--- config.mk ---
export PLATFORM = sky130hd
export DESIGN_NAME = alb_queue
export DESIGN_NICKNAME = d
export VERILOG_FILES = /design/src/hdl/alb_queue.sv
export SDC_FILE = /design/constraint.sdc
export NUM_CORES = 1
export LEC_CHECK = 0
export ABC_AREA = 1
export BUFFER_PORTS_ARGS = -buffer_cell sky130_fd_sc_hd__clkbuf_2
export CAP_MARGIN = 20
export CORE_MARGIN = 2
export CORE_UTILIZATION = 49
export CTS_BUF_LIST = sky130_fd_sc_hd__clkbuf_16
export DETAILED_ROUTE_END_ITERATION = 12
export GPL_ROUTABILITY_DRIVEN = 0
export PLACE_DENSITY = 0.83
export SYNTH_ARGS = -nofsm -noshare
export SYNTH_HDL_FRONTEND = slang
export SYNTH_SLANG_ARGS = --single-unit
--- constraint.sdc ---
create_clock -name clk -period 1.48 [get_ports clk]
set_input_delay 0.074 -clock clk [delete_from_list [all_inputs] [get_ports clk]]
set_output_delay 0.074 -clock clk [all_outputs]
set_load 0.03 [all_outputs]
--- src/hdl/alb_queue.sv ---
// two-entry queue of packet totals between front and back
module alb_queue #(
  parameter int W = 8
) (
  input  logic         clk,
  input  logic         rst,
  input  logic         push,
  input  logic [W-1:0] wdata,
  input  logic         pop,
  output logic [W-1:0] rdata,
  output logic         not_empty,
  output logic         full
);

  logic [W-1:0] mem [2];
  logic         wr_ptr, rd_ptr;
  logic [1:0]   fill;

  // storage
  always_ff @(posedge clk) begin
    if (push) mem[wr_ptr] <= wdata;
  end

  // pointers and fill level
  always_ff @(posedge clk) begin
    if (rst) begin
      wr_ptr <= 1'b0;
      rd_ptr <= 1'b0;
      fill   <= 2'd0;
    end else begin
      if (push) wr_ptr <= ~wr_ptr;
      if (pop)  rd_ptr <= ~rd_ptr;
      fill <= fill + 2'(push) - 2'(pop);
    end
  end

  assign rdata     = mem[rd_ptr];
  assign not_empty = (fill != 2'd0);
  assign full      = (fill == 2'd2);

endmodule

==> flow_summary.ini <==
[timing]
tightestPinTransition_ps = 352
setup_viol = 0
finClkSkew_ps = 3.88
min_period_over_period_pct = 92.3
rsz0062_at_grt = false
setup_tns_ps = 0
fmax_mhz = 732
final_max_slew_viol_count = 0
hold_viol = 0
fin_crit_ps = 1370
relSlewSlack_pct = 76.5

[synth]
synth_top_area_cell = edfxtp_1
yosys_warnings = 0
avgSynthCellArea_um2 = 14.9
synth_area_leaders = edfxtp_1, mux2_4, dfxtp_1
yosysUniqueCellTypes = 12
yosys.area_share.simple_pct = 6.59
synthesis.instances = 56
netlist_top_cells_count = edfxtp_1, inv_1, mux2_4
synth_enable_flop_cells = 16
synth_nets = 70
synth_xor_area_share_pct = 1.05
synth_top_area_share_pct = 57.5
syn_area_um2 = 836
synth_top_family_by_area = multiplexers
synth.area.mux_share_pct = 14.4
synth-compound-area-share_pct = 0.599
synthAdderAreaFrac_pct = 2.99
ys_seq_area_share_pct = 69.5
synthFlopType = edfxtp_1
yosysMostFrequentCell = edfxtp_1
async_flop_share_pct = 0
synth-seq-cells = 21

[clocking]
clk_latency_ps = 250
clkSlewWorstSetupHoldPaths_ps = 50
ctsResizeCount = 0
cts_buffer_depth = 2
cts_root_buffer = clkbuf_16
cts_hold_buf = 0
numClockSinks = 21
cts_tree = built
htreeDepth = 1
post_cts_buffers = 0
cts-buffers-inserted = 3

[pwr]
clockPowerShare_pct = 36.5
power_frac_comb_pct = 16.3
peakVddDrop_mv = 0.763
intPower_mw = 1.13
power.total_mw = 1.48
switching_share_pct = 23.1
p_per_area_nw_per_um2 = 1410
p_leak_nw = 0.481
p_switching_uw = 341
power_frac_seq_pct = 47.2

[worst_setup_path]
cp_cell_sequence = buf_4, mux2_4, clkbuf_2
arrival_ps = 1290
path_class = reg2out
start_kind = register
crit_slowest_cell = dfxtp_2
critical-path-max-stage-delay_ps = 380
cp-end-kind = output port
crit_fanout = 5
cp.buffers_inverters = 2
crit_required_ps = 1410
crit_family = flip-flops
r2r_slack_ps = 210

[floorplan]
core_um2 = 1560
die_h_um = 45.3
io_pins = 22
rows = 14
die_w_um = 45.3
start_util_pct = 53.6
dieArea_um2 = 2050

[detailed_routing]
vias = 504
post_drt_wl_per_cell_um = 11.8
ant_nets = 0
drt-initial-drc-count = 6
drt_wl_total_um = 1160
drc = 0
drt-vias-per-instance = 5.14
dr.pass1.iters = 4

[grt]
track_usage_pct = 13.8
grtUsageMet3_pct = 3.60
gr-total-overflow = 0
met2_usage_pct = 22.9
met1_usage_pct = 14.9
first_global_vias = 460
grt_pass1_wl_um = 1860
grt_start_max_net_pins = 12
antenna_found_initial = 0
grt.busiest_layer = met2

[finish]
area_growth_pct = 25.0
fin_nets = 97
drive_gt1_share_pct = 42.7
num_antenna_cells = 0

[place]
dp_hpwl_um = 869
portBuffers = 21

[status]
outcome = completed

[flow_run]
max-cap-violations = 0

[hold_path]
holdCritPathClass = in2reg
[final timing paths]
kind                            startpoint        end  cells past startpoint
worst max-delay path              register   rdata[7]                      3
worst min-delay path              wdata[4]  mem[1][4]                      1
worst max register to register     fill[0]    fill[1]                      8
worst min register to register      wr_ptr     wr_ptr                      2
[state kept, by name, summed over array words and instances (netlist names), named ones only]
signal / flops
fill: 2
mem: 16
rd_ptr: 1
wr_ptr: 1
[placed cells by master, fill, tap and decap left out, drive strengths merged]
| master | instances |
|---|---|
| xnor2 | 1 |
| mux2 | 8 |
| nor3 | 1 |
| inv | 9 |
| dfxtp | 5 |
| ha | 2 |
| edfxtp | 16 |
| nand3 | 1 |
| buf | 2 |
| a21oi | 1 |
| nand2 | 5 |
| clkbuf | 24 |
| nor2 | 7 |
[per-layer routing]
metal  vias to the layer above  share of wire (%)
li1                        243                  -
met1                       236                 41
met2                        21                 51
met3                         4                5.7
met4                         0                2.4
met5                         -                  0
[cell type report]
class | instances | area (um2)
sequential | 21 | 582
fill | 108 | 514
multi-input combinational | 26 | 214
timing repair buffer | 23 | 120
clock buffer | 3 | 75.1
inverter | 8 | 30.0
tap | 16 | 20.0
clock inverter | 1 | 3.75
[worst reg2reg max path: stages, from the launching register on]
cell	delay, ps
dfxtp_1	320
inv_1	50
ha_1	260
inv_1	40
ha_1	190
inv_1	60
nand2_1	70
a21oi_1	120
nor2_1	50
[per-stage QoR]
| step | setup slack, ps | util, % | hold WS (ps) | instances | area (um2) |
|---|---|---|---|---|---|
| 2_1_floorplan | 292 | - | 145 | 56 | 836 |
| 3_3_place_gp | 280 | 61.9 | 263 | 94 | 965 |
| 3_5_place_dp | 221 | 61.9 | 267 | 94 | 965 |
| 4_1_cts | 19.1 | 66.9 | 13.5 | 98 | 1040 |
| 5_1_grt | 49.2 | 67.0 | 15.5 | 98 | 1040 |
| 6_report | 113 | 67.0 | 16.8 | 98 | 1040 |
[power by group through the flow]
| stage | registers, mW | logic [mW] | clock network (mW) |
|---|---|---|---|
| after floorplan | 0.700 | 0.183 | 0 |
| after global placement | 0.705 | 0.235 | 0 |
| after detailed placement | 0.707 | 0.244 | 0 |
| after CTS | 0.696 | 0.244 | 0.550 |
| after global routing | 0.700 | 0.264 | 0.569 |
| final | 0.696 | 0.241 | 0.538 |
[cells by family after synthesis]
group / after synthesis
DFF: 21
adders and majority gates: 2
AOI/OAI and AO/OA: 1
xor gates and xnor gates: 1
muxes: 8
buffers and inverters: 9
and+or+nand+nor: 14
No activity file was read; power rests on OpenSTA's default activity.
