## config.mk

```make
export PLATFORM = sky130hd
export DESIGN_NAME = alb_front
export DESIGN_NICKNAME = d
export VERILOG_FILES = /design/src/hdl/alb_pkg.sv /design/src/hdl/alb_front.sv
export SDC_FILE = /design/constraint.sdc
export NUM_CORES = 1
export LEC_CHECK = 0
export CORE_UTILIZATION = 55
export DETAILED_ROUTE_END_ITERATION = 10
export DONT_BUFFER_PORTS = 1
export HOLD_SLACK_MARGIN = 0.02
export PLACE_DENSITY = 0.74
export SETUP_SLACK_MARGIN = 0.5
export SKIP_LAST_GASP = 1
export SYNTH_ARGS = -nofsm -noshare
export SYNTH_HDL_FRONTEND = slang
export SYNTH_SLANG_ARGS = --single-unit
```

## constraint.sdc

```tcl
create_clock -name clk -period 10.6 [get_ports clk]
set_input_delay 0.53 -clock clk [delete_from_list [all_inputs] [get_ports clk]]
set_output_delay 0.53 -clock clk [all_outputs]
set_load 0.005 [all_outputs]
```

## src/hdl/alb_pkg.sv

```systemverilog
// shared types, constants and helpers of the level meter
package alb_pkg;

  localparam int SQ_W      = 43;
  localparam int BSUM_W    = 29;
  localparam int BCNT_W    = 13;
  localparam int LVL_W     = 16;
  localparam int STEP_W    = 7;
  localparam int PHASE_W   = 6;
  localparam int QUO_W     = 43;

  localparam logic [15:0] BASS_LIMIT = 16'd1638;
  localparam logic [15:0] MID_LIMIT  = 16'd9830;
  localparam logic [STEP_W-1:0] STEP_MAX = 7'd64;

  localparam logic [1:0] CFG_SMOOTH    = 2'd0;
  localparam logic [1:0] CFG_SENS      = 2'd1;
  localparam logic [1:0] CFG_THRESHOLD = 2'd2;
  localparam logic [1:0] CFG_STEP      = 2'd3;

  localparam logic [1:0] BAND_BASS   = 2'd0;
  localparam logic [1:0] BAND_MID    = 2'd1;
  localparam logic [1:0] BAND_TREBLE = 2'd2;

  typedef struct packed {
    logic [15:0]        smoothing_factor;
    logic [15:0]        sensitivity;
    logic [15:0]        beat_threshold;
    logic [STEP_W-1:0]  decimation_step;
  } cfg_t;

  // packet totals handed from front to back
  typedef struct packed {
    logic [SQ_W-1:0]              sq_sum;
    logic [2:0][BSUM_W-1:0]       bsum;
    logic [2:0][BCNT_W-1:0]       bcnt;
  } pkt_t;

  function automatic logic [LVL_W-1:0] sat16(input logic [QUO_W-1:0] v);
    sat16 = (v > QUO_W'(16'hFFFF)) ? 16'hFFFF : v[LVL_W-1:0];
  endfunction

endpackage

```

## src/hdl/alb_front.sv

```systemverilog
// per-sample accumulation of squares and decimated band differences
module alb_front #(
  parameter int MAX_PACKET_SAMPLES = 4096,
  parameter int CNT_W = 13
) (
  input  logic                clk,
  input  logic                rst,
  input  alb_pkg::cfg_t       cfg,
  input  logic                accept,
  input  logic signed [15:0]  sample,
  input  logic                last,
  output logic                push,
  output alb_pkg::pkt_t       pkt,
  output logic [CNT_W-1:0]    count
);

  localparam logic [CNT_W-1:0] MaxCnt = CNT_W'(MAX_PACKET_SAMPLES);

  logic [alb_pkg::SQ_W-1:0]                 sq_sum, sq_sum_next;
  logic [CNT_W-1:0]                         n, n_next;
  logic [alb_pkg::PHASE_W-1:0]              phase, phase_next;
  logic signed [15:0]                       ref_s, ref_next;
  logic [2:0][alb_pkg::BSUM_W-1:0]          bsum, bsum_next;
  logic [2:0][alb_pkg::BCNT_W-1:0]          bcnt, bcnt_next;

  logic [alb_pkg::STEP_W-1:0] step_c;
  logic signed [31:0]         sq_full;
  logic [alb_pkg::SQ_W:0]     sq_add;
  logic signed [16:0]         diff;
  logic [15:0]                mag;
  logic [1:0]                 sel;
  logic [alb_pkg::BSUM_W:0]   bsum_add;

  // next packet totals for one sample
  always_comb begin
    step_c = cfg.decimation_step;
    if (step_c == '0) step_c = 7'd1;
    else if (step_c > alb_pkg::STEP_MAX) step_c = alb_pkg::STEP_MAX;
    sq_full  = sample * sample;
    sq_add   = {1'b0, sq_sum} + (alb_pkg::SQ_W+1)'(sq_full[30:0]);
    diff     = 17'(sample) - 17'(ref_s);
    mag      = diff[16] ? 16'(-diff) : diff[15:0];
    if (mag <= alb_pkg::BASS_LIMIT) sel = alb_pkg::BAND_BASS;
    else if (mag <= alb_pkg::MID_LIMIT) sel = alb_pkg::BAND_MID;
    else sel = alb_pkg::BAND_TREBLE;
    bsum_add = {1'b0, bsum[sel]} + (alb_pkg::BSUM_W+1)'(mag);

    sq_sum_next = sq_sum;
    n_next      = n;
    phase_next  = phase;
    ref_next    = ref_s;
    bsum_next   = bsum;
    bcnt_next   = bcnt;
    if (n < MaxCnt) begin
      sq_sum_next = sq_add[alb_pkg::SQ_W] ? '1 : sq_add[alb_pkg::SQ_W-1:0];
      n_next      = n + 1'b1;
      if (n == '0) begin
        ref_next   = sample;
        phase_next = '0;
      end else if ((7'(phase) + 7'd1) >= step_c) begin
        bsum_next[sel] = bsum_add[alb_pkg::BSUM_W] ? '1 : bsum_add[alb_pkg::BSUM_W-1:0];
        if (bcnt[sel] != '1) bcnt_next[sel] = bcnt[sel] + 1'b1;
        ref_next   = sample;
        phase_next = '0;
      end else begin
        phase_next = phase + 1'b1;
      end
    end
  end

  // state registers, cleared at reset and at packet end
  always_ff @(posedge clk) begin
    if (rst || (accept && last)) begin
      sq_sum <= '0;
      n      <= '0;
      phase  <= '0;
      ref_s  <= '0;
      bsum   <= '0;
      bcnt   <= '0;
    end else if (accept) begin
      sq_sum <= sq_sum_next;
      n      <= n_next;
      phase  <= phase_next;
      ref_s  <= ref_next;
      bsum   <= bsum_next;
      bcnt   <= bcnt_next;
    end
  end

  assign push       = accept && last;
  assign pkt.sq_sum = sq_sum_next;
  assign pkt.bsum   = bsum_next;
  assign pkt.bcnt   = bcnt_next;
  assign count      = n_next;

endmodule

```

==> flow_summary_export.csv <==
group,metric,value,unit
critical_path,crit_path_max_incr_delay,550,ps
placed_design,dp_hpwl,51.5,mm
logic_synthesis,yosysWarnings,0,
worst_hold_path,hp-start,"accept",
logic_synthesis,async_reset_ff_share,0,%
logic_synthesis,synth-edff-count,0,
routing,first_iter_violations,1734,
logic_synthesis,ys_seq_area_share,16.8,%
cts,path_clk_slew,60,ps
routing,dr_total_vias,22100,
sta,finalSetupTns,0,ps
sta,timing.final.crit_share,90.3,%
cts,tritoncts,"done",
critical_path,critPathKind,"primary input to output pin",
critical_path,r2r_start,"ref_s[0]",
layout,nNetsFinal,3506,
die,die_y,212,microns
die,num_rows,76,
routing,vias_per_cell,6.08,
global_route,grtUsageTotal,30.7,%
cts,root_buffer,"clkbuf_16",
sta,fmax,104,MHz
cts,postCtsSetupBuffers,0,
cts,numCtsBuffers,25,
placed_design,portBuffers,0,
layout,multi_input_area,0.0180,sq mm
sta,tightest_slew,1220,ps
global_route,grt_pass1_wl,112,mm
layout,final_layout_size_suffix_gt1_share,6.36,%
die,core_region_area,0.0433,sq mm
logic_synthesis,synth_nets,3587,
layout,area_growth,6.00,%
logic_synthesis,syn-instance-count,3115,
layout,register_area,0.00408,sq mm
sta,slew_headroom,19.0,%
global_route,overflow,0,
logic_synthesis,ys.flop_type,"dfxtp_1",
critical_path,slowest_stage,"fa_1",
cts,htreeDepth,1,
logic_synthesis,syn_area,0.0242,sq mm
sta,drv_slew,0,
worst_hold_path,min_path_cells,1,
critical_path,crit_path_max_fanout,16,
flow_run,cap_violations,0,
cts,cts_sinks,204,
routing,wire_per_inst,18.9,microns
layout,antenna_cells,0,
run_status,status,"complete, no violations",
placed_design,gpl.final_weighted_congestion,0.961,
critical_path,critPathLaunchType,"primary input",
global_route,antenna_found_initial,0,
global_route,grt_max_degree,121,
die,die_area,0.0449,sq mm
cts,clk_latency,570,ps
global_route,grt_pass1_vias,21800,
die,initial_core_util,56.0,%
cts,clockBufferDepth,3,
sta,rsz0062_at_grt,"yes",
critical_path,worstPathRequired,10070,ps
routing,route.antenna.remaining_nets,0,
critical_path,arrival,9040,ps
logic_synthesis,ys_types,100,
logic_synthesis,synth_seq_cells,204,
worst_hold_path,worstHoldPathType,"primary input to flop",
critical_path,worstRegToRegCells,33,
sta,finalCriticalPeriod,9570,ps
routing,drc_errors,0,
routing,routed_wl,68.8,mm
sta,hold_viol_final,0,
critical_path,crit_start,"sample[1]",
routing,first_pass_iters,5,
sta,clock_skew,23.8,ps
die,die_w,212,microns
critical_path,crit_path_end_kind,"output pin",
logic_synthesis,syn_area_per_cell,7.78,sq um
sta,setup_violations,0,
die,pin_count,258,
layout,fill_cells,3901,
## synth_stat cells (all sizes together), types with 8 or more instances
cell / instances / area, sq um
a211o: 9 / 78.8
a211oi: 49 / 380
a21boi: 10 / 78.8
a21o: 21 / 158
a21oi: 284 / 1430
a221oi: 8 / 76.3
a31o: 9 / 78.8
a31oi: 16 / 106
and2: 54 / 338
and3: 27 / 174
and4: 11 / 98.8
buf: 34 / 185
clkbuf: 128 / 480
dfxtp: 204 / 4080
fa: 228 / 4560
ha: 169 / 2110
inv: 405 / 1520
mux2: 24 / 270
mux2i: 12 / 120
nand2: 297 / 1110
nand2b: 28 / 175
nand3: 70 / 355
nand4: 27 / 169
nor2: 233 / 877
nor2b: 50 / 313
nor3: 70 / 392
nor4: 9 / 83.8
o211a: 8 / 80.1
o211ai: 18 / 135
o21a: 17 / 128
o21ai: 271 / 1360
o21bai: 16 / 120
o221a: 12 / 135
o221ai: 8 / 76.3
o22ai: 16 / 100
o31ai: 9 / 67.6
or2: 8 / 50.1
or3: 20 / 125
xnor2: 103 / 910
xor2: 43 / 384
## layer usage
layer  GRT usage, %  wire, microns
met1           38.4          27900
met2           53.4          33600
met3           5.09           5050
met4           10.2           2240
met5              0              0
## sequential cells by signal, indices dropped and copies added, names as in the netlist
register and count:
n 13, sq_sum 43, ref_s 16, phase 6, bsum 87, bcnt 39
## layout make-up
type	instances	area share, %
Multi-Input combinational cell	2343	70.1
Tap cell	585	2.85
Clock inverter	19	1.11
Inverter	406	5.94
Sequential cell	204	15.9
Clock buffer	26	2.49
Timing Repair Buffer	54	1.58
## critical path, delay by kind of cell
family / cells / cell delay (ps)
AOI/OAI and AO/OA: 13 / 2930
adders and majority gates: 8 / 3330
buffers and inverters: 6 / 660
muxes: 1 / 340
and+or+nand+nor: 6 / 1240
## final timing paths
path	end	slack, ps
max	pkt[166]	1030
min	sq_sum[2]	90
max reg2reg	bsum[19]	2150
min reg2reg	ref_s[12]	460
## layout by cell type (no fill, tap or decap), drive strengths merged, types with 50 or more instances in the layout
master and count:
and2 54, buf 54, fa 228, nor2b 50, nand2 297, inv 410, nand3 70, a21oi 284
nor2 233, ha 169, o21ai 271, xnor2 103, dfxtp 204, nor3 70
## logic make-up (layout without fill, tap and decap cells)
family	after synthesis	after routing	synth area share (%)
AND/OR/NAND/NOR	927	927	18.4
adder cells (fa/ha/maj)	397	397	27.5
AO/OA/AOI/OAI	837	837	21.2
multiplexers	36	36	1.61
XOR/XNOR	146	146	5.34
flip-flops	204	204	16.8
buffers and inverters	568	505	9.03
## through the flow
step,util [%],setup slack [ps],cells,cell area (sq um),hold WS (ps)
global route,59.4,424,3637,25700,77.0
global placement,57.2,727,3592,24700,441
finish,59.4,1030,3637,25700,89.0
floorplan,-,1190,3115,24200,436
CTS,59.3,534,3637,25700,72.6
detailed placement,57.2,612,3592,24700,450
## what timing repair did
item                       CTS  global route
resized for setup            0             8
hold buffers                 0             0
setup endpoints to repair    0            46
Power is not shown: default switching activity piles up to over one toggle a cycle in this logic, so the estimate is an artifact.
