## src/hdl/alb_pkg.sv

```systemverilog
// shared types, constants and helpers of the level meter
package alb_pkg;

  localparam int SQ_W      = 43;
  localparam int BSUM_W    = 29;
  localparam int BCNT_W    = 13;
  localparam int LVL_W     = 16;
  localparam int STEP_W    = 7;
  localparam int PHASE_W   = 6;
  localparam int QUO_W     = 43;

  localparam logic [15:0] BASS_LIMIT = 16'd1638;
  localparam logic [15:0] MID_LIMIT  = 16'd9830;
  localparam logic [STEP_W-1:0] STEP_MAX = 7'd64;

  localparam logic [1:0] CFG_SMOOTH    = 2'd0;
  localparam logic [1:0] CFG_SENS      = 2'd1;
  localparam logic [1:0] CFG_THRESHOLD = 2'd2;
  localparam logic [1:0] CFG_STEP      = 2'd3;

  localparam logic [1:0] BAND_BASS   = 2'd0;
  localparam logic [1:0] BAND_MID    = 2'd1;
  localparam logic [1:0] BAND_TREBLE = 2'd2;

  typedef struct packed {
    logic [15:0]        smoothing_factor;
    logic [15:0]        sensitivity;
    logic [15:0]        beat_threshold;
    logic [STEP_W-1:0]  decimation_step;
  } cfg_t;

  // packet totals handed from front to back
  typedef struct packed {
    logic [SQ_W-1:0]              sq_sum;
    logic [2:0][BSUM_W-1:0]       bsum;
    logic [2:0][BCNT_W-1:0]       bcnt;
  } pkt_t;

  function automatic logic [LVL_W-1:0] sat16(input logic [QUO_W-1:0] v);
    sat16 = (v > QUO_W'(16'hFFFF)) ? 16'hFFFF : v[LVL_W-1:0];
  endfunction

endpackage

```

## src/hdl/alb_div.sv

```systemverilog
// restoring divider, one quotient bit per cycle
module alb_div #(
  parameter int DW = 14
) (
  input  logic                       clk,
  input  logic                       rst,
  input  logic                       go,
  input  logic [alb_pkg::QUO_W-1:0]  dividend,
  input  logic [DW-1:0]              divisor,
  output logic                       done,
  output logic [alb_pkg::QUO_W-1:0]  quotient
);

  logic [DW-1:0] dv, rem;
  logic [5:0]    cnt;
  logic          busy;
  logic [DW:0]   trial;
  logic          ge;

  always_comb begin
    trial = {rem, quotient[alb_pkg::QUO_W-1]};
    ge    = trial >= {1'b0, dv};
  end

  // shift and subtract
  always_ff @(posedge clk) begin
    if (rst) begin
      busy <= 1'b0;
      done <= 1'b0;
      cnt  <= '0;
    end else begin
      done <= busy && !go && (cnt == 6'(alb_pkg::QUO_W - 1));
      if (go) begin
        busy <= 1'b1;
        cnt  <= '0;
      end else if (busy) begin
        cnt <= cnt + 1'b1;
        if (cnt == 6'(alb_pkg::QUO_W - 1)) busy <= 1'b0;
      end
    end
  end

  always_ff @(posedge clk) begin
    if (go) begin
      quotient <= dividend;
      dv       <= divisor;
      rem      <= '0;
    end else if (busy) begin
      rem      <= ge ? DW'(trial - {1'b0, dv}) : trial[DW-1:0];
      quotient <= {quotient[alb_pkg::QUO_W-2:0], ge};
    end
  end

endmodule

```

## src/hdl/alb_back.sv

```systemverilog
// packet-end sequencer: mean, square root, band averages, smoothing, beat
module alb_back #(
  parameter int CNT_W = 13
) (
  input  logic                clk,
  input  logic                rst,
  input  alb_pkg::cfg_t       cfg,
  input  logic                q_valid,
  input  alb_pkg::pkt_t       q_pkt,
  input  logic [CNT_W-1:0]    q_count,
  output logic                q_pop,
  output logic                out_valid,
  input  logic                out_ready,
  output logic [63:0]         out_data,
  output logic                out_beat
);

  localparam int DW = (CNT_W + 1 > alb_pkg::BCNT_W) ? CNT_W + 1 : alb_pkg::BCNT_W;

  localparam logic [3:0] ST_IDLE     = 4'd0;
  localparam logic [3:0] ST_RMS_DIV  = 4'd1;
  localparam logic [3:0] ST_SQRT     = 4'd2;
  localparam logic [3:0] ST_RMS_MUL  = 4'd3;
  localparam logic [3:0] ST_BAND_MUL = 4'd4;
  localparam logic [3:0] ST_BAND_GAIN = 4'd5;
  localparam logic [3:0] ST_BAND_DIV = 4'd6;
  localparam logic [3:0] ST_SMOOTH   = 4'd7;
  localparam logic [3:0] ST_OUT      = 4'd8;

  logic [3:0] state;

  alb_pkg::pkt_t                       pk;
  logic [alb_pkg::LVL_W-1:0]           cur [4];
  logic [alb_pkg::LVL_W-1:0]           lvl [4];
  logic [alb_pkg::LVL_W-1:0]           prev_bass;
  logic [1:0]                          band, k;
  logic [44:0]                         prod;
  logic [21:0]                         root;
  logic [23:0]                         srem;
  logic [43:0]                         sval;
  logic [4:0]                          scnt;

  logic                                div_go, div_done;
  logic [alb_pkg::QUO_W-1:0]           div_a, quo;
  logic [DW-1:0]                       div_b;
  logic                                out_load;

  // datapath helpers
  logic [23:0]         s_t, s_trial;
  logic [37:0]         rms_prod;
  logic [46:0]         gained;
  logic signed [16:0]  sdiff;
  logic signed [33:0]  sprod;
  logic signed [34:0]  sacc;
  logic [19:0]         bass10, prev13;

  alb_div #(.DW(DW)) u_div (
    .clk(clk), .rst(rst), .go(div_go), .dividend(div_a), .divisor(div_b),
    .done(div_done), .quotient(quo)
  );

  always_comb begin
    s_t      = {srem[21:0], sval[43:42]};
    s_trial  = {root, 2'b01};
    rms_prod = root * cfg.sensitivity;
    unique case (band)
      alb_pkg::BAND_BASS: gained = {2'b0, prod} + {1'b0, prod, 1'b0};
      alb_pkg::BAND_MID:  gained = {1'b0, prod, 1'b0};
      default:            gained = {2'b0, prod};
    endcase
    sdiff  = $signed({1'b0, lvl[k]}) - $signed({1'b0, cur[k]});
    sprod  = sdiff * $signed({1'b0, cfg.smoothing_factor});
    sacc   = $signed({3'b0, cur[k], 16'b0}) + $signed({sprod[33], sprod})
             + 35'sd32768;
    bass10 = {1'b0, lvl[1], 3'b0} + {3'b0, lvl[1], 1'b0};
    prev13 = {1'b0, prev_bass, 3'b0} + {2'b0, prev_bass, 2'b0} + {4'b0, prev_bass};
  end

  assign q_pop    = (state == ST_IDLE) && q_valid;
  assign out_load = (state == ST_OUT) && (!out_valid || out_ready);

  // sequencer
  always_ff @(posedge clk) begin
    if (rst) begin
      state     <= ST_IDLE;
      div_go    <= 1'b0;
      out_valid <= 1'b0;
      prev_bass <= '0;
      for (int i = 0; i < 4; i++) lvl[i] <= '0;
    end else begin
      div_go <= ((state == ST_IDLE) && q_valid) || (state == ST_BAND_GAIN);
      if (out_load) out_valid <= 1'b1;
      else if (out_ready) out_valid <= 1'b0;
      unique case (state)
        ST_IDLE: begin
          if (q_valid) begin
            pk     <= q_pkt;
            div_a  <= q_pkt.sq_sum;
            div_b  <= DW'(q_count) + 1'b1;
            state  <= ST_RMS_DIV;
          end
        end
        ST_RMS_DIV: begin
          if (div_done) begin
            sval  <= {1'b0, quo};
            srem  <= '0;
            root  <= '0;
            scnt  <= '0;
            state <= ST_SQRT;
          end
        end
        ST_SQRT: begin
          if (s_t >= s_trial) begin
            srem <= s_t - s_trial;
            root <= {root[20:0], 1'b1};
          end else begin
            srem <= s_t;
            root <= {root[20:0], 1'b0};
          end
          sval <= {sval[41:0], 2'b00};
          scnt <= scnt + 1'b1;
          if (scnt == 5'd21) state <= ST_RMS_MUL;
        end
        ST_RMS_MUL: begin
          cur[0] <= alb_pkg::sat16(alb_pkg::QUO_W'(rms_prod[37:15]));
          band   <= alb_pkg::BAND_BASS;
          state  <= ST_BAND_MUL;
        end
        ST_BAND_MUL: begin
          if (pk.bcnt[band] == '0) begin
            cur[band + 2'd1] <= '0;
            if (band == alb_pkg::BAND_TREBLE) begin
              k     <= '0;
              state <= ST_SMOOTH;
            end else begin
              band <= band + 2'd1;
            end
          end else begin
            prod  <= pk.bsum[band] * cfg.sensitivity;
            state <= ST_BAND_GAIN;
          end
        end
        ST_BAND_GAIN: begin
          div_a  <= alb_pkg::QUO_W'(gained[46:15]);
          div_b  <= DW'(pk.bcnt[band]);
          state  <= ST_BAND_DIV;
        end
        ST_BAND_DIV: begin
          if (div_done) begin
            cur[band + 2'd1] <= alb_pkg::sat16(quo);
            if (band == alb_pkg::BAND_TREBLE) begin
              k     <= '0;
              state <= ST_SMOOTH;
            end else begin
              band  <= band + 2'd1;
              state <= ST_BAND_MUL;
            end
          end
        end
        ST_SMOOTH: begin
          lvl[k] <= sacc[31:16];
          k      <= k + 2'd1;
          if (k == 2'd3) state <= ST_OUT;
        end
        ST_OUT: begin
          if (out_load) begin
            out_data  <= {lvl[3], lvl[2], lvl[1], lvl[0]};
            out_beat  <= (lvl[1] > cfg.beat_threshold) && (bass10 > prev13);
            prev_bass <= lvl[1];
            state     <= ST_IDLE;
          end
        end
        default: state <= ST_IDLE;
      endcase
    end
  end

endmodule

```

## config.mk

```make
export PLATFORM = sky130hd
export DESIGN_NAME = alb_back
export DESIGN_NICKNAME = d
export VERILOG_FILES = /design/src/hdl/alb_pkg.sv /design/src/hdl/alb_div.sv /design/src/hdl/alb_back.sv
export SDC_FILE = /design/constraint.sdc
export NUM_CORES = 2
export LEC_CHECK = 0
export BUFFER_PORTS_ARGS = -buffer_cell sky130_fd_sc_hd__buf_2
export CAP_MARGIN = 25
export CORE_UTILIZATION = 50
export DETAILED_ROUTE_END_ITERATION = 10
export GPL_TIMING_DRIVEN = 0
export PLACE_DENSITY = 0.71
export SYNTH_ARGS = -nofsm -noshare
export SYNTH_HDL_FRONTEND = slang
export SYNTH_SLANG_ARGS = --single-unit
```

## constraint.sdc

```tcl
create_clock -name clk -period 25.9 [get_ports clk]
set_input_delay 5.18 -clock clk [delete_from_list [all_inputs] [get_ports clk]]
set_output_delay 5.18 -clock clk [all_outputs]
set_load 0.1 [all_outputs]
```

==> report_table.html <==
<table>
<tr><th>Metric</th><th>Value</th></tr>
<tr><th colspan="2">Run status</th></tr>
<tr><td>Outcome</td><td>finished clean</td></tr>
<tr><th colspan="2">Floorplan</th></tr>
<tr><td>Placeable core area</td><td>132000 sq um</td></tr>
<tr><td>Number of core rows</td><td>133</td></tr>
<tr><td>X dimension of the die</td><td>367 microns</td></tr>
<tr><td>Initial core utilization</td><td>50.5%</td></tr>
<tr><td>Top-Level Pins</td><td>308</td></tr>
<tr><td>Die ar.</td><td>134000 sq um</td></tr>
<tr><td>Die Span Y</td><td>367 microns</td></tr>
<tr><th colspan="2">Clock tree</th></tr>
<tr><td>TritonCTS buffer count</td><td>61</td></tr>
<tr><td>Clock transition at the register clock pins on the worst setup and hold paths after CTS</td><td>0.06 ns</td></tr>
<tr><td>Clk buf depth</td><td>3</td></tr>
<tr><td>Number of resized instances in the post-cts repair step</td><td>0</td></tr>
<tr><td>TritonCTS clock tree</td><td>yes</td></tr>
<tr><td>Number of setup buffers added after CTS</td><td>0</td></tr>
<tr><td>Clock root buffer</td><td>clkbuf_16</td></tr>
<tr><td>Level count of the clock H-tree</td><td>2</td></tr>
<tr><td>Clock latency on the worst-skew pair</td><td>0.69 ns</td></tr>
<tr><td>Clk sinks</td><td>621</td></tr>
<tr><td>Hold buffers post-CTS</td><td>0</td></tr>
<tr><th colspan="2">Synth</th></tr>
<tr><td>Warning count from the yosys run</td><td>0</td></tr>
<tr><td>Number of enable flip-flop cells after synthesis</td><td>575</td></tr>
<tr><td>Mean instance size in the synthesized netlist</td><td>10.3 sq um</td></tr>
<tr><td>Proportion of register bits with asynchronous set or reset after synthesis</td><td>0%</td></tr>
<tr><td>Flip-flop cell with the highest count after synthesis</td><td>edfxtp_1</td></tr>
<tr><td>Post-synthesis sequential element count</td><td>621</td></tr>
<tr><td>Net Count, Synth</td><td>8152</td></tr>
<tr><td>Distinct cell type count of the synthesized netlist</td><td>79</td></tr>
<tr><td>Instance count of the mapped netlist</td><td>6459</td></tr>
<tr><td>Summed instance area of the synthesized netlist</td><td>66400 sq um</td></tr>
<tr><td>Portion of the post-synthesis area used by sequential elements</td><td>27.4%</td></tr>
<tr><th colspan="2">Timing</th></tr>
<tr><td>Unrepaired setup endpoints after global routing</td><td>false</td></tr>
<tr><td>Number of max-slew violations in the final report</td><td>0</td></tr>
<tr><td>Portion of the clock cycle consumed by the worst path in the final layout</td><td>53.1%</td></tr>
<tr><td>Post-route minimum period</td><td>13.75 ns</td></tr>
<tr><td>Final hold violation count</td><td>0</td></tr>
<tr><td>Final-report setup violation count</td><td>0</td></tr>
<tr><td>Layout Skew</td><td>0.0429 ns</td></tr>
<tr><td>Worst slew margin</td><td>26.9%</td></tr>
<tr><td>Fmax achieved</td><td>0.0727 GHz</td></tr>
<tr><td>PnR worst setup slack</td><td>12.15 ns</td></tr>
<tr><td>Setup TNS</td><td>0 ns</td></tr>
<tr><td>Least-Margin Pin Slew</td><td>1.10 ns</td></tr>
<tr><th colspan="2">Routing</th></tr>
<tr><td>Post-detailed-route via-to-cell ratio</td><td>5.52</td></tr>
<tr><td>Vias</td><td>47900</td></tr>
<tr><td>Total Wirelength</td><td>181 mm</td></tr>
<tr><td>First-pass iteration count of the detailed router</td><td>6</td></tr>
<tr><td>Detailed-route wire length per cell</td><td>20.8 microns</td></tr>
<tr><td>Remaining number of nets flagged by the antenna check after routing</td><td>0</td></tr>
<tr><td>DRC errors left</td><td>0</td></tr>
<tr><td>Violation count after the first detailed-routing iteration</td><td>3680</td></tr>
<tr><th colspan="2">Run</th></tr>
<tr><td>Max-Cap Viols</td><td>0</td></tr>
<tr><th colspan="2">Setup path</th></tr>
<tr><td>Largest delay share family, worst path</td><td>compound AO/OA/AOI/OAI gates</td></tr>
<tr><td>Buffers plus inverters on the worst setup path</td><td>6</td></tr>
<tr><td>Startpoint type of the worst setup path</td><td>input pin</td></tr>
<tr><td>Master of the slowest instance on the critical path</td><td>a221oi_1</td></tr>
<tr><td>Data required time at the worst endpoint</td><td>26.29 ns</td></tr>
<tr><td>Largest stage delay on the critical path</td><td>0.79 ns</td></tr>
<tr><td>Critical path capture point type</td><td>flop</td></tr>
<tr><td>Largest fanout on the critical path</td><td>10</td></tr>
<tr><td>Arrival @ worst endpoint</td><td>14.15 ns</td></tr>
<tr><td>Library cell appearing most often on the critical path</td><td>fa_1</td></tr>
<tr><td>Setup Crit Path Kind</td><td>input pin to flop</td></tr>
<tr><th colspan="2">Layout</th></tr>
<tr><td>Area delta synth-&gt;final</td><td>9.36%</td></tr>
<tr><td>Most frequent cells in the layout</td><td>inv_1 (1178), fa_1 (960), nand2_1 (807)</td></tr>
<tr><td>Filler cell count</td><td>11400</td></tr>
<tr><td>Finished layout cell area</td><td>72700 sq um</td></tr>
<tr><td>Most common library cell in the layout ignoring fill and taps</td><td>inv_1</td></tr>
<tr><td>Fraction of layout instances using a drive strength above 1</td><td>8.58%</td></tr>
<tr><td>Utilization of the core after routing</td><td>55.2%</td></tr>
<tr><td>Number of nets in the finished design</td><td>8550</td></tr>
<tr><th colspan="2">Placed design</th></tr>
<tr><td>Quantity of I/O buffers inserted on ports</td><td>290</td></tr>
<tr><td>HPWL after detailed placement</td><td>147 mm</td></tr>
<tr><td>Last weighted congestion value of the routability-driven placer</td><td>0.980</td></tr>
<tr><td>Pre-CTS setup slack</td><td>11.76 ns</td></tr>
<tr><td>Placement Cell Area</td><td>70600 sq um</td></tr>
<tr><th colspan="2">Global route</th></tr>
<tr><td>Pin count of the biggest net entering global routing</td><td>46</td></tr>
<tr><td>Number of antenna violations at the first check in global routing</td><td>16</td></tr>
<tr><td>First-pass GRT wire length</td><td>281 mm</td></tr>
<tr><td>Remaining global-route overflow</td><td>0</td></tr>
<tr><td>Number of global-route vias before repair</td><td>49500</td></tr>
<tr><td>GRT Total Usage</td><td>27.2%</td></tr>
<tr><th colspan="2">Min path</th></tr>
<tr><td>Worst hold path class</td><td>flop to flop</td></tr>
</table>
## path summary, 6_finish.rpt
kind              startpoint      endpoint  slack, ns  cells after the start
setup reg to reg        flop    lvl[1][12]      14.00                     35
setup / recovery     cfg[27]     cur[2][3]      12.15                     25
hold reg to reg    div_b[12]  u_div.dv[12]       0.41                      0
hold / removal     div_b[12]  u_div.dv[12]       0.41                      0
## cell families (layout without fill, tap and decap cells)
kind of cell | count (synthesis) | in the layout | share of synthesized area, %
simple gates | 1856 | 1856 | 13.4
buf+inv | 1459 | 1909 | 8.25
fa+ha+maj | 1452 | 1452 | 38.2
compound gates | 690 | 690 | 6.65
flops | 621 | 621 | 27.4
mux | 192 | 192 | 3.66
xor+xnor | 189 | 189 | 2.49
other cells | 0 | 9 | 0
## stage by stage
step	hold slack, ns	std cells
after global placement	0.403	8504
final	0.412	8673
after global routing	0.419	8670
after floorplan	0.400	6459
after detailed placement	0.405	8547
after CTS	0.415	8662
## flip-flops by register name, indices dropped and copies added, names as in the netlist, 5 cells and up, named ones only
register,count
u_div.rem,14
sval,44
prod,45
u_div.cnt,6
out_data,64
lvl,64
cur,64
srem,22
scnt,5
u_div.quotient,43
div_b,14
root,22
pk,126
u_div.dv,14
div_a,43
prev_bass,16
## cell type report
cell class / instances / area [sq um] / area share (%)
Multi-Input combinational cell: 4379 / 42800 / 59.0
Sequential cell: 621 / 18200 / 25.0
Inverter: 1180 / 4430 / 6.10
Tap cell: 1755 / 2200 / 3.02
Timing Repair Buffer: 335 / 1920 / 2.65
Clock buffer: 83 / 1680 / 2.31
Buffer: 279 / 1050 / 1.45
Clock inverter: 32 / 339 / 0.467
Antenna cell: 9 / 22.5 / 0.0310
## metal layers
layer	GRT usage [%]	up-vias	wire, microns
met5	0	-	92
met4	11.3	14	8330
met3	4.88	441	14800
met2	44.3	2002	84800
met1	35.7	23900	72700
li1	-	21500	-
## cells in the mapped netlist (22+ instances only)
library cell	instances	area (sq um)
nand4_1	36	225
o211ai_1	22	165
fa_1	960	19200
o21bai_1	24	180
mux2_2	88	991
a211oi_1	29	218
inv_1	1179	4430
clkbuf_1	266	998
ha_1	492	6160
a31oi_1	30	188
nand2_1	807	3030
edfxtp_1	575	17300
nor3_1	45	225
a21oi_1	177	886
nand2b_1	45	282
dfxtp_1	46	921
o21ai_0	152	761
and2_1	445	2780
a22oi_1	22	165
mux2i_1	72	721
nor2b_1	49	307
a21o_1	75	563
xor2_1	63	552
mux4_2	32	721
o21a_1	49	368
xnor2_1	126	1100
nand3_1	40	200
nor2_1	272	1020
Power is not shown: default switching activity piles up to over one toggle a cycle in this logic, so the estimate is an artifact.
